$ cat config.mk
export PLATFORM = sky130hd
export DESIGN_NAME = fpqs_div
export DESIGN_NICKNAME = d
export VERILOG_FILES = /design/src/design/fpqs_div.sv
export SDC_FILE = /design/constraint.sdc
export NUM_CORES = 2
export LEC_CHECK = 0
export BUFFER_PORTS_ARGS = -buffer_cell sky130_fd_sc_hd__buf_4
export CORE_ASPECT_RATIO = 0.6
export CORE_UTILIZATION = 40
export DETAILED_ROUTE_END_ITERATION = 12
export PLACE_DENSITY = 0.57
export SETUP_SLACK_MARGIN = 0.15
export SLEW_MARGIN = 10
export SYNTH_ARGS = -nofsm -noshare
export SYNTH_HDL_FRONTEND = slang
export SYNTH_SLANG_ARGS = --single-unit
$ cat constraint.sdc
create_clock -name clock -period 5.45 [get_ports clock]
set_input_delay 0.8175 -clock clock [delete_from_list [all_inputs] [get_ports clock]]
set_output_delay 0.8175 -clock clock [all_outputs]
set_load 0.03 [all_outputs]
$ cat src/design/fpqs_div.sv
module fpqs_div #(
   parameter int NUM_W = 47,
   parameter int DEN_W = 32,
   parameter int QW    = 20
) (
   input  logic             clock,
   input  logic             en,
   input  logic [NUM_W-1:0] num,
   input  logic [DEN_W-1:0] den,
   output logic [QW-1:0]    quo
);
   localparam int CW = (NUM_W > DEN_W + QW) ? NUM_W : DEN_W + QW;

   logic [CW-1:0]    rem_ff [0:QW];
   logic [DEN_W-1:0] den_ff [0:QW];
   logic [QW-1:0]    q_ff   [0:QW];
   logic             sat_ff [0:QW];

   // Setup: flag quotients that do not fit in QW bits (zero divisor included)
   always_ff @(posedge clock) begin
      if (en) begin
         rem_ff[0] <= CW'(num);
         den_ff[0] <= den;
         q_ff[0]   <= '0;
         sat_ff[0] <= CW'(num) >= (CW'(den) << QW);
      end
   end

   // One restoring step per stage, most significant quotient bit first
   for (genvar k = 1; k <= QW; k++) begin : g_step
      logic [CW-1:0] sh;
      assign sh = CW'(den_ff[k-1]) << (QW - k);
      always_ff @(posedge clock) begin
         if (en) begin
            den_ff[k] <= den_ff[k-1];
            sat_ff[k] <= sat_ff[k-1];
            if (rem_ff[k-1] >= sh) begin
               rem_ff[k] <= rem_ff[k-1] - sh;
               q_ff[k]   <= q_ff[k-1] | (QW'(1) << (QW - k));
            end else begin
               rem_ff[k] <= rem_ff[k-1];
               q_ff[k]   <= q_ff[k-1];
            end
         end
      end
   end

   assign quo = sat_ff[QW] ? '1 : q_ff[QW];
endmodule

==> flow_metrics.py <==
metrics = {
    "cts": {
        "postCtsSetupBuffers": 0,
        "ctsResizeCount": 0,
        "insertion_delay_ps": 890,
        "tritoncts": "yes",
        "cts_made_buffers": 201,
        "clk_path_buf_depth": 4,
        "root_buffer": "clkbuf_16",
        "cts_sinks": 1906,
        "cts_hold_buf": 0,
        "clk_pin_slew_worst_paths_ps": 60,
        "htree_levels": 4,
    },
    "worst_hold_path": {
        "hold_end": "rem_ff[0][19]$_DFFE_PP_",
        "hp-class": "in -> reg",
        "worstHoldPathCells": 1,
        "worstHoldStart": "num[19]",
    },
    "sta": {
        "maxSlewHeadroom": 0.109,
        "final_hold_viol_count": 0,
        "setup_tns_ps": 0,
        "grt_setup_unrepaired": "yes",
        "drv_slew": 0,
        "skew_ps": 86.3,
        "fin_crit_sh": 0.954,
        "fmax_ghz": 0.192,
        "setup_viol": 0,
        "period_minus_slack_ps": 5200,
        "holdWs_ps": 114,
        "worst_pin_slew_ps": 1330,
    },
    "worst_setup_path": {
        "cp.required_ps": 6000,
        "r2r_slack_ps": 250,
        "r2r.worst_path.cells": 13,
        "criticalPathCategory": "reg -> reg",
        "cp_cell_sequence": "ha_1 -> nand4_1 -> nor4_2 -> buf_4 -> nand4_1 -> buf_4 -> or4_1 -> nand4_1 -> a211oi_4 -> buf_4 -> nor4b_1 -> o211ai_1 -> xnor2_1",
        "worstSetupEndpointType": "flop",
        "cpPeakStageDelay_ps": 830,
        "crit_fanout": 39,
        "reg2reg_to": "rem_ff[1][98]$_DFFE_PP_",
        "arrival_ps": 5750,
        "critPathLaunchType": "flop",
        "rr_startpoint": "rem_ff[1][33]$_DFFE_PP_",
        "crit_slowest_cell": "nor4_2",
    },
    "drt": {
        "ant_nets": 0,
        "vias_per_cell": 5.75,
        "vias": 76700,
        "firstDrtPassIters": 6,
        "drtIter0Drc": 10400,
        "drc": 0,
        "wl_per_cell_um": 24.7,
        "wl_um": 329000,
    },
    "floorplanning": {
        "die-height_um": 399,
        "die_area_sq_um": 265000,
        "core.rowCount": 145,
        "start_util": 0.403,
        "die-width_um": 663,
        "ios": 101,
        "coreArea_sq_um": 261000,
    },
    "flow_run": {
        "maxCapViolCount": 0,
    },
    "final_layout": {
        "fin_util": 0.450,
        "num-nets-final": 10400,
        "area_growth_pct": 11.7,
        "layout_commonest_cell": "edfxtp_1",
        "final_cell_mix": "edfxtp_1, nand2_1, inv_1, a21oi_1, o21ai_0",
        "fin_area_sq_um": 117000,
        "fillers": 24000,
        "layout-drive-gt1-share": 0.0795,
    },
    "logic_synthesis": {
        "synth_top_cell_area_share": 0.545,
        "ys_types": 96,
        "yosysTopAreaCell": "edfxtp_1",
        "synth-seq-cells": 1906,
        "syn-instance-count": 9480,
        "yosysWarnings": 0,
        "syn_nets": 10200,
        "synthFlopType": "edfxtp_1",
        "syn_area_sq_um": 105000,
        "syn_area_per_cell_sq_um": 11.1,
        "yosysSeqAreaShare": 0.545,
        "synthTopCellsByArea": "edfxtp_1, ha_1, a21oi_1",
        "synthArstFlopShare": 0,
        "synth-edff-count": 1906,
    },
    "pwr": {
        "power.density_nw_per_um2": 545,
        "p_leak_nw": 45.3,
        "vdd_ir_drop_max_v": 0.000298,
    },
    "outcome": {
        "status": "finished, final reports clean",
    },
    "grt": {
        "grt_max_degree": 185,
        "grt_use_total": 0.242,
        "antenna_found_initial": 21,
        "grt.overflow.total": 0,
        "grt_pass1_vias": 68700,
        "grt_pass1_wl_um": 475000,
    },
    "placed_design": {
        "dp_hpwl_um": 257000,
        "place_congestion": 1.03,
        "placedInstanceArea_sq_um": 111000,
        "portBuffers": 100,
    },
}
-- logic make-up after synthesis --
family                   count (synthesis)  share of synthesized area
AND/OR/NAND/NOR                       2510                      0.117
AO/OA/AOI/OAI                         2480                      0.146
flip-flops                            1906                      0.545
buffers and inverters                 1101                     0.0401
XOR/XNOR                               702                     0.0586
adder cells (fa/ha/maj)                682                     0.0826
multiplexers                            99                     0.0105
-- cells in the mapped netlist (52+ instances only) --
master       n
nand2b_1   113
o211ai_1    52
inv_1      826
clkbuf_1   229
nor3_1     144
xor2_1     312
o31ai_1     54
nor2b_1     81
xnor2_1    390
nand2_1    855
ha_1       663
or3_1       61
and3_1      69
mux2_2      89
a21oi_1    731
o21a_1      90
a211oi_1    70
nor4_1      94
o21bai_1    87
nand4_1    160
edfxtp_1  1906
o21ai_0    717
nor2_1     527
nand3_1    147
a21o_1     364
-- flip-flops by register name (all words and copies together) (netlist names) --
register and count:
sat_ff 21, rem_ff 1035, q_ff 210, den_ff 640
-- layer usage --
layer	GRT usage	part of all wire
met2	0.225	0.28
met5	0.0202	0.0023
met1	0.435	0.55
met3	0.121	0.16
met4	0.0289	0.010
-- worst max-delay path by stage --
stage / from / slack, ps / endpoint / cells after the start
finish: rem_ff[1][33]$_DFFE_PP_ / 250 / rem_ff[1][98]$_DFFE_PP_ / 13
global route: den_ff[0][1]$_DFFE_PP_ / 140 / rem_ff[0][79]$_DFFE_PP_ / 12
CTS: rem_ff[1][33]$_DFFE_PP_ / 260 / rem_ff[1][98]$_DFFE_PP_ / 13
detailed placement: rem_ff[1][33]$_DFFE_PP_ / 380 / rem_ff[1][98]$_DFFE_PP_ / 13
global placement: rem_ff[1][33]$_DFFE_PP_ / 350 / rem_ff[1][98]$_DFFE_PP_ / 13
floorplan: en / 1450 / q_ff[18][10]$_DFFE_PP_ / 4
-- final cells by class --
| class | instances | area (sq um) | area share |
|---|---|---|---|
| Antenna cell | 40 | 100 | 0.000854 |
| Timing Repair Buffer | 266 | 2200 | 0.0188 |
| Clock inverter | 133 | 1290 | 0.0110 |
| Clock buffer | 224 | 5140 | 0.0438 |
| Sequential cell | 1906 | 57200 | 0.488 |
| Multi-Input combinational cell | 6473 | 43800 | 0.374 |
| Tap cell | 3454 | 4320 | 0.0369 |
| Inverter | 827 | 3100 | 0.0265 |
-- stage by stage --
| stage | setup WS, ps | instances | power, mW |
|---|---|---|---|
| 2_1_floorplan | 1450 | 9480 | 40.0 |
| 4_1_cts | 255 | 13300 | 63.1 |
| 5_1_grt | 136 | 13300 | 67.3 |
| 6_report | 252 | 13300 | 63.9 |
| 3_5_place_dp | 376 | 12900 | 48.8 |
| 3_3_place_gp | 351 | 12900 | 48.6 |
-- critical path, delay by kind of cell, from the launching register on --
| kind | cells | cell delay (ps) |
|---|---|---|
| simple gates | 6 | 2530 |
| xor+xnor | 1 | 180 |
| buf+inv | 3 | 760 |
| flops | 1 | 480 |
| fa+ha+maj | 1 | 650 |
| compound gates | 2 | 250 |
-- power breakdown --
part           internal (mW)  total [mW]  switching [mW]
Combinational           10.1        27.1            17.0
Sequential              20.7        22.9            2.25
Clock                   7.83        13.9            6.10
No activity file was read; power rests on OpenSTA's default activity.
